**src/sv/stff_pkg.sv**
```systemverilog
// Package for the first-free slot table: sizes, op and status codes,
// and the command/status structs between controller and datapath.
// No dependencies.
`timescale 1ns / 1ps

package stff_pkg;

    localparam int SLOTS  = 16;
    localparam int IDX_W  = (SLOTS > 1) ? $clog2(SLOTS) : 1;
    localparam int CNT_W  = $clog2(SLOTS + 1);
    localparam int OP_W   = 2;
    localparam int VAL_W  = 64;
    localparam int STAT_W = 2;
    localparam int LIVE_W = 5;

    typedef logic [OP_W-1:0]   t_op;
    typedef logic [VAL_W-1:0]  t_val;
    typedef logic [STAT_W-1:0] t_status;
    typedef logic [LIVE_W-1:0] t_live;
    typedef logic [CNT_W-1:0]  t_cnt;
    typedef logic [IDX_W-1:0]  t_idx;

    localparam t_op OP_ADD  = 2'd0;
    localparam t_op OP_PUSH = 2'd1;
    localparam t_op OP_DEL  = 2'd2;
    localparam t_op OP_POP  = 2'd3;

    localparam t_status ST_DONE = 2'd0;
    localparam t_status ST_MISS = 2'd1;
    localparam t_status ST_FULL = 2'd2;

    typedef struct packed {
        logic load;
        logic step;
        logic commit;
    } t_cmd;

    typedef struct packed {
        logic decide;
        logic out_busy;
    } t_stat;

endpackage

```
**src/sv/stff_ctrl.sv**
```systemverilog
// Controller for the slot table: idle/scan sequencing.
// Depends on stff_pkg.
`timescale 1ns / 1ps

module stff_ctrl (
    input  logic           i_clk,
    input  logic           i_rst_n,
    input  logic           i_in_valid,
    output logic           o_in_ready,
    input  stff_pkg::t_stat i_stat,
    output stff_pkg::t_cmd  o_cmd
);
    import stff_pkg::*;

    localparam logic S_IDLE = 1'b0;
    localparam logic S_SCAN = 1'b1;

    logic r_state;
    logic n_state;

    assign o_in_ready    = (r_state == S_IDLE);
    assign o_cmd.load    = i_in_valid && o_in_ready;
    assign o_cmd.commit  = (r_state == S_SCAN) && i_stat.decide && !i_stat.out_busy;
    assign o_cmd.step    = (r_state == S_SCAN) && !i_stat.decide;

    always_comb begin
        n_state = r_state;
        unique case (r_state)
            S_IDLE: begin
                if (o_cmd.load) begin
                    n_state = S_SCAN;
                end
            end
            S_SCAN: begin
                if (o_cmd.commit) begin
                    n_state = S_IDLE;
                end
            end
            default: n_state = S_IDLE;
        endcase
    end

    always_ff @(posedge i_clk) begin
        if (!i_rst_n) begin
            r_state <= S_IDLE;
        end else begin
            r_state <= n_state;
        end
    end

endmodule

```
**src/sv/stff_dp.sv**
```systemverilog
// Datapath for the slot table: slot registers, scan index, result register.
// Depends on stff_pkg.
`timescale 1ns / 1ps

module stff_dp (
    input  logic              i_clk,
    input  logic              i_rst_n,
    input  stff_pkg::t_cmd    i_cmd,
    output stff_pkg::t_stat   o_stat,
    input  stff_pkg::t_op     i_op,
    input  stff_pkg::t_val    i_item_value,
    input  logic              i_out_ready,
    output logic              o_out_valid,
    output stff_pkg::t_status o_status,
    output stff_pkg::t_val    o_popped_value,
    output stff_pkg::t_live   o_live_count,
    output logic              o_is_empty
);
    import stff_pkg::*;

    t_val             r_data [SLOTS];
    logic [SLOTS-1:0] r_occ;
    t_cnt             r_len;
    t_cnt             r_count;
    t_cnt             r_idx;
    t_op              r_op;
    t_val             r_value;
    logic             r_out_valid;
    t_status          r_status;
    t_val             r_popped;
    t_live            r_live;
    logic             r_empty;

    t_status n_status;
    t_val    n_popped;
    t_cnt    n_count;

    logic w_end;
    logic w_match;
    logic w_insert;
    logic w_full;
    t_idx w_ri;
    t_idx w_li;
    logic w_fill;
    logic w_free;
    logic w_shift;
    logic w_append;

    assign w_ri     = r_idx[IDX_W-1:0];
    assign w_li     = r_len[IDX_W-1:0];
    assign w_end    = (r_idx == r_len);
    assign w_insert = (r_op == OP_ADD) || (r_op == OP_PUSH);
    assign w_full   = (r_len == CNT_W'(SLOTS));
    assign w_match  = !w_end && (w_insert ? !r_occ[w_ri]
                      : (r_occ[w_ri] && ((r_op == OP_POP) || (r_data[w_ri] == r_value))));

    assign o_stat.decide   = w_end || w_match;
    assign o_stat.out_busy = r_out_valid && !i_out_ready;

    always_comb begin
        n_status = ST_MISS;
        n_popped = '0;
        n_count  = r_count;
        w_fill   = 1'b0;
        w_free   = 1'b0;
        w_shift  = 1'b0;
        w_append = 1'b0;
        if (w_match) begin
            n_status = ST_DONE;
            if (w_insert) begin
                w_fill  = 1'b1;
                n_count = r_count + 1'b1;
            end else begin
                w_free  = 1'b1;
                n_count = r_count - 1'b1;
                if (r_op == OP_POP) begin
                    n_popped = r_data[w_ri];
                end
            end
        end else if (w_insert) begin
            if (w_full) begin
                n_status = ST_FULL;
            end else begin
                n_status = ST_DONE;
                n_count  = r_count + 1'b1;
                if (r_op == OP_PUSH) begin
                    w_shift = 1'b1;
                end else begin
                    w_append = 1'b1;
                end
            end
        end
    end

    always_ff @(posedge i_clk) begin
        if (i_cmd.load) begin
            r_op    <= i_op;
            r_value <= i_item_value;
        end
        if (i_cmd.commit) begin
            r_status <= n_status;
            r_popped <= n_popped;
            r_live   <= LIVE_W'(n_count);
            r_empty  <= (n_count == '0);
            if (w_fill) begin
                r_data[w_ri] <= r_value;
            end else if (w_append) begin
                r_data[w_li] <= r_value;
            end else if (w_shift) begin
                for (int k = SLOTS - 1; k > 0; k--) begin
                    r_data[k] <= r_data[k-1];
                end
                r_data[0] <= r_value;
            end
        end
    end

    always_ff @(posedge i_clk) begin
        if (!i_rst_n) begin
            r_occ       <= '0;
            r_len       <= '0;
            r_count     <= '0;
            r_idx       <= '0;
            r_out_valid <= 1'b0;
        end else begin
            if (i_cmd.load) begin
                r_idx <= '0;
            end else if (i_cmd.step) begin
                r_idx <= r_idx + 1'b1;
            end
            if (i_cmd.commit) begin
                r_count     <= n_count;
                r_out_valid <= 1'b1;
                if (w_fill) begin
                    r_occ[w_ri] <= 1'b1;
                end else if (w_free) begin
                    r_occ[w_ri] <= 1'b0;
                end else if (w_append) begin
                    r_occ[w_li] <= 1'b1;
                    r_len       <= r_len + 1'b1;
                end else if (w_shift) begin
                    for (int k = SLOTS - 1; k > 0; k--) begin
                        r_occ[k] <= r_occ[k-1];
                    end
                    r_occ[0] <= 1'b1;
                    r_len    <= r_len + 1'b1;
                end
            end else if (i_out_ready) begin
                r_out_valid <= 1'b0;
            end
        end
    end

    assign o_out_valid    = r_out_valid;
    assign o_status       = r_status;
    assign o_popped_value = r_popped;
    assign o_live_count   = r_live;
    assign o_is_empty     = r_empty;

endmodule

```
**src/sv/slot_table_first_free.sv**
```systemverilog
// Top level of the first-free slot table: controller plus datapath.
// Depends on stff_pkg, stff_ctrl, stff_dp.
//
//   channel  handshake                 payload
//   in       i_in_valid / o_in_ready   i_op, i_item_value
//   out      o_out_valid / i_out_ready o_status, o_popped_value, o_live_count, o_is_empty
//
// One beat is accepted in idle; the scan then examines the slots of the used prefix
// one by one, with the update done on the last slot that it examines.
// Reset clears occupied bits, prefix length, internal live count and output valid.
// A result waits in the output register; the next beat is accepted meanwhile,
// and its scan holds on its final slot until the output register is free.
`timescale 1ns / 1ps

module slot_table_first_free (
    input  logic              i_clk,
    input  logic              i_rst_n,
    input  logic              i_in_valid,
    output logic              o_in_ready,
    input  stff_pkg::t_op     i_op,
    input  stff_pkg::t_val    i_item_value,
    output logic              o_out_valid,
    input  logic              i_out_ready,
    output stff_pkg::t_status o_status,
    output stff_pkg::t_val    o_popped_value,
    output stff_pkg::t_live   o_live_count,
    output logic              o_is_empty
);
    import stff_pkg::*;

    t_cmd  w_cmd;
    t_stat w_stat;

    stff_ctrl u_ctrl (
        .i_clk      (i_clk),
        .i_rst_n    (i_rst_n),
        .i_in_valid (i_in_valid),
        .o_in_ready (o_in_ready),
        .i_stat     (w_stat),
        .o_cmd      (w_cmd)
    );

    stff_dp u_dp (
        .i_clk          (i_clk),
        .i_rst_n        (i_rst_n),
        .i_cmd          (w_cmd),
        .o_stat         (w_stat),
        .i_op           (i_op),
        .i_item_value   (i_item_value),
        .i_out_ready    (i_out_ready),
        .o_out_valid    (o_out_valid),
        .o_status       (o_status),
        .o_popped_value (o_popped_value),
        .o_live_count   (o_live_count),
        .o_is_empty     (o_is_empty)
    );

`ifndef SYNTHESIS
    a_busy_after_accept: assert property (@(posedge i_clk) disable iff (!i_rst_n)
        (i_in_valid && o_in_ready) |=> !o_in_ready)
        else $error("input accepted during scan");

    a_commit_in_scan: assert property (@(posedge i_clk) disable iff (!i_rst_n)
        w_cmd.commit |-> !o_in_ready)
        else $error("commit outside scan");

    a_out_from_commit: assert property (@(posedge i_clk) disable iff (!i_rst_n)
        $rose(o_out_valid) |-> $past(w_cmd.commit))
        else $error("result without commit");

    a_no_overwrite: assert property (@(posedge i_clk) disable iff (!i_rst_n)
        (o_out_valid && !i_out_ready) |-> !w_cmd.commit)
        else $error("result overwritten while stalled");
`endif

endmodule
```
**config.mk**
```make
export PLATFORM = sky130hd
export DESIGN_NAME = slot_table_first_free
export DESIGN_NICKNAME = d
export VERILOG_FILES = /design/src/sv/stff_pkg.sv /design/src/sv/stff_ctrl.sv /design/src/sv/stff_dp.sv /design/src/sv/slot_table_first_free.sv
export SDC_FILE = /design/constraint.sdc
export NUM_CORES = 2
export LEC_CHECK = 0
export ABC_AREA = 0
export BUFFER_PORTS_ARGS = -buffer_cell sky130_fd_sc_hd__buf_4
export CORE_MARGIN = 2
export CORE_UTILIZATION = 63
export CTS_CLUSTER_SIZE = 20
export DETAILED_ROUTE_END_ITERATION = 10
export PLACE_DENSITY = 0.87
export SLEW_MARGIN = 0
export SYNTH_ARGS = -nofsm -noshare
export SYNTH_HDL_FRONTEND = slang
export SYNTH_SLANG_ARGS = --single-unit
```
**constraint.sdc**
```tcl
create_clock -name i_clk -period 12.7 [get_ports i_clk]
set_clock_uncertainty 0.15 [all_clocks]
set_input_delay 0.635 -clock i_clk [delete_from_list [all_inputs] [get_ports i_clk]]
set_output_delay 0.635 -clock i_clk [all_outputs]
set_load 0.1 [all_outputs]
```
* After elaboration in Yosys (flattened, before gate mapping)
Memory sizes are Yosys's and may differ from the RTL's. A register that Yosys moved wholly into a read port is not among the register bits. Cells that the tools add are included. Widths: inputs -> output; s select.
Cells by class: equal/unequal tests 5, multiplexer cells 56, bitwise gates (word level) 11, reduce and logical (&&, ||, !) cells 29, magnitude comparators 4, add/sub/neg operators 4
Operators by type and width (count):
- $mux 64 | 2
- $reduce_or 64->1 | 2
- $eq 64x64->1 | 1
- $mux 16 | 4
- $mux 1 | 35
- $or 16x16->16 | 2
- $mux 5 | 6
- $and 16x16->16 | 1
- $mux 4 | 4
- $not 16->16 | 1
- $add 5x1->5 const B | 3
- $lt 4x5->1 const B | 2
- $logic_and 1x1->1 | 9
- $demux 1 s4 | 2
- $ge 4x1->1 const B | 2
- $not 1->1 | 7
- $eq 5x5->1 | 1
- $eq 5x5->1 const B | 1
- $logic_not 1->1 | 5
- $logic_not 5->1 | 1
- $sub 5x1->5 const B | 1
- $bmux 1 s4 | 1
- $reduce_and 4->1 | 1
- $reduce_bool 2->1 | 2
- 10 further kinds | 13
Word-level totals: output and inout port bits 74, flip-flop bits (word level) 171, memories 1, bits in writable memories 1024, input port bits 70, logic and storage cells 123
Memory list:
- u_dp.r_data | words 16, width 64, rd ports 16, clocked after Yosys merged registers in 1, write ports 16, RTL line stff_dp.sv:21 | t_val r_data [SLOTS];

* Depth between registers and ports, before layout
depth in word-level cells 13, depth in mapped cells 19, mapped depth without buffers 12

* Cells and area by module
From an unflattened synthesis, not the netlist that was laid out.
Second synthesis, totals: cells, all modules 3849, area, all modules 57029.7 um2
By module, submodules not included:
- stff_dp | cells each 3842, times used 1, seq. area each 35614.2 um2, area each 56975.9 um2
- stff_ctrl | cells each 7, times used 1, seq. area each 20.0 um2, area each 53.8 um2

* Worst setup path before layout
Ideal clock, no wire load.
kind register to register, from reg with a tool-made name, to mem u_dp.r_data[11][0] (netlist bit), enable pin, path slack 2962 ps, path buffers 6, library setup time 581 ps, data arrival time 9006 ps, data required time 11969 ps, clock period less this slack 9738 ps, cell stages (with the launch flop) 17, cells stage by stage dfxtp_1 -> buf_6 -> buf_6 -> buf_6 -> buf_4 -> buf_6 -> buf_2 -> mux4_2 -> a22oi_1 -> nand2_1 -> xnor2_1 -> o21ai_0 -> or4_1 -> o41a_4 -> clkinv_2 -> o21ai_4 -> o31ai_1
RTL lines (RTL line):
- end, declared | stff_dp.sv:21

==> metrics.csv <==
metric,value,unit
Routed wire per std cell,30.5,um
Layout Area Growth over Synthesis,11.1,%
clock sinks,1199,
Post-Syn Nets,3883,
Final Max Slew Viols,0,
CP top delay family,compound AO/OA/AOI/OAI gates,
post-layout minimum cycle time,8.49,ns
Final setup viols,0,
CP Class,flop to flop,
Detail Route Antenna Nets,0,
Post-synth EDFFs,1162,
number of port buffers,143,
antenna violations before repair,6,
synth unique cells,74,
first-pass GRT wire length,228,mm
worst path cell trace,buf_12 -> mux4_2 -> mux2i_1 -> mux2i_1 -> xor2_1 -> a2111oi_0 -> o2111ai_1 -> or4_4 -> o41a_4 -> inv_4 -> o21ai_4 -> or3_4 -> o21ai_4 -> buf_4,
Slew HR,14.8,%
WP buf/inv,3,
Nets,3901,
Crit-path slowest cell,dfxtp_4,
Worst Max-Slew Pin Slew,1.28,ns
RSZ-0062 raised after global routing,false,
period utilization,66.9,%
CP endpoint kind,flop,
dominant synthesized flop cell,edfxtp_1,
Placeable Area,0.0886,mm^2
Netlist Area Pre-Place,0.0565,mm^2
adder-cell share of the synthesized area,0.221,%
"Async S/R FF share, synth",0,%
CTS Buf Count,119,
FF-to-FF setup slack,4.21,ns
largest net degree at the start of global routing,199,
CTS tree,yes,
compound-gate portion of the synthesized area,16.4,%
DRC errors left,0,
Vias/cell,7.16,
clk_lat worst skew,0.72,ns
Post-Synth Simple-Gate Area,3.75,%
crit-path max FO,123,
dpl hpwl,89.0,mm
vias in the first global route,35800,
CTS H-Tree Depth,3,
CP Launch Type,flop,
largest family of logic cells by synthesized area,compound AO/OA/AOI/OAI gates,
DR vias,36400,
Tot GR Track Use,33.7,%
setup tns final,0,ns
multiplexer area fraction after synthesis,11.8,%
cell area after layout,0.0627,mm^2
IO Count,144,
Hold Path Class,input pin to flop,
Hold Worst Slack,0.0768,ns
#FFs+latches synth,1199,
Fin. Hold Viols,0,
post-cts sizing count,0,
critical path data arrival time,8.67,ns
Starting Density,63.7,%
top cell type's share of synthesized area,61.8,%
Synth area leaders,"edfxtp_1, a21o_1, mux4_2",
Achievable Freq,118,MHz
DIE HEIGHT,303,um
PwrDens,143,mW/mm^2
DIE AREA,0.0921,mm^2
FP Rows,109,
status,finished clean,
Peak supply drop,0.000122,V
grt ovf,0,
Root Buffer,clkbuf_16,
leading area contributor after synthesis,edfxtp_1,
Clock Path Buffers,3,
First DRT Iteration DRCs,5485,
drt pass-1 iters,6,
DIE WIDTH,303,um
Mapped Cells,3803,
proportion of layout cells with a drive suffix above 1,16.5,%
GP Congestion,0.881,
Syn Area/Cell,14.9,um^2
Pleak,24.9,nW
yosys warns,0,
total wire length,155,mm
Synth Area in XOR/XNOR,1.75,%
max_cap viols,0,
CTS Hold Bufs,67,
hold wc startpoint,i_rst_n,
placed inst area,0.0582,mm^2
Util after Layout,70.8,%
post-CTS setup buffers,0,
Worst-path clk slew,0.06,ns
Critical Path RT,12.88,ns
max incr delay on CP,1.04,ns
"Seq/Total Area, Yosys",63.1,%
-- layout by cell type (no fill, tap or decap), types with 62 or more instances in the layout --
master,n
edfxtp_1,1162
a21o_1,967
mux4_2,203
buf_4,192
mux2i_1,177
nand2_1,129
clkbuf_16,121
nor2_1,94
dlygate4sd3_1,67
xor2_1,62
-- through the flow --
step / power (W) / worst slack, ns / std cells
after floorplan: 0.00522 / 2.96 / 3803
after CTS: 0.00897 / 4.36 / 5084
after global placement: 0.00542 / 4.61 / 4798
after detailed placement: 0.00545 / 4.47 / 4798
final: 0.00897 / 4.21 / 5087
after global routing: 0.00918 / 3.91 / 5084
-- registers in the layout (all words and copies together), names as in the netlist, 5 cells and up, named ones only --
register and cells:
u_dp.o_popped_value 64, u_dp.r_idx 5, u_dp.o_live_count 5, u_dp.r_occ 16
u_dp.r_value 64, u_dp.r_len 5, u_dp.r_data 1024, u_dp.r_count 5
-- final timing paths --
| kind | cells after the start | to |
|---|---|---|
| worst max register to register | 14 | u_dp.r_data[5][6] |
| worst min-delay path | 3 | u_ctrl.r_state |
| worst max-delay path | 14 | u_dp.r_data[5][6] |
| worst min register to register | 2 | u_dp.r_count[4] |
-- power breakdown --
group          leakage [nW]  internal (W)  switching, W
Combinational          12.1      0.000278      0.000508
Sequential             10.9       0.00453     0.0000910
Clock                  1.90       0.00203       0.00153
Total                  24.9       0.00684       0.00213
-- cells by family (layout without fill, tap and decap cells) --
logic type / Yosys count / count (layout)
xor+xnor: 112 / 112
mux: 405 / 405
fa+ha+maj: 10 / 10
compound gates: 1255 / 1255
buf+inv: 395 / 511
flops: 1199 / 1199
simple gates: 427 / 427
other cells: 0 / 3
-- Yosys cell counts, types with 8 or more instances --
library cell,number
inv_1,24
o21ai_0,34
and2_0,25
and2_1,58
o22ai_1,13
a21oi_1,52
dfxtp_1,37
mux2_2,22
nand2b_1,12
ha_1,10
nor4_1,8
nand4_1,9
a221oi_1,32
nand3_1,23
nand2_1,131
clkbuf_1,285
buf_4,26
xnor2_1,49
mux2i_1,177
buf_1,16
a22oi_1,35
nor2_1,94
buf_2,31
nor2b_1,11
o21ai_1,19
a21o_1,967
a211oi_1,33
xor2_1,62
and3_1,22
o31ai_1,9
mux4_2,203
buf_6,10
a31oi_1,12
edfxtp_1,1162
nor3_1,11
-- tightest hold or removal path, cell delays in order --
cell and delay (ns):
buf_4 0.15, o21ai_0 0.08, nor2_1 0.04
-- per-layer routing --
metal / part of all wire (%) / GRT usage, %
met1: 36 / 45.8
met2: 46 / 51.3
met3: 13 / 8.35
met4: 5.4 / 17.0
met5: 0.037 / 0
-- layout make-up --
| type | count | area [um^2] |
|---|---|---|
| sequential | 1199 | 35600 |
| fill | 5410 | 25900 |
| multi-input combinational | 2209 | 19400 |
| clock buffer | 149 | 3170 |
| timing repair buffer | 265 | 2230 |
| tap | 1165 | 1460 |
| clock inverter | 70 | 718 |
| inverter | 27 | 106 |
| antenna | 3 | 7.51 |
Power figures use the tool's default switching activity.
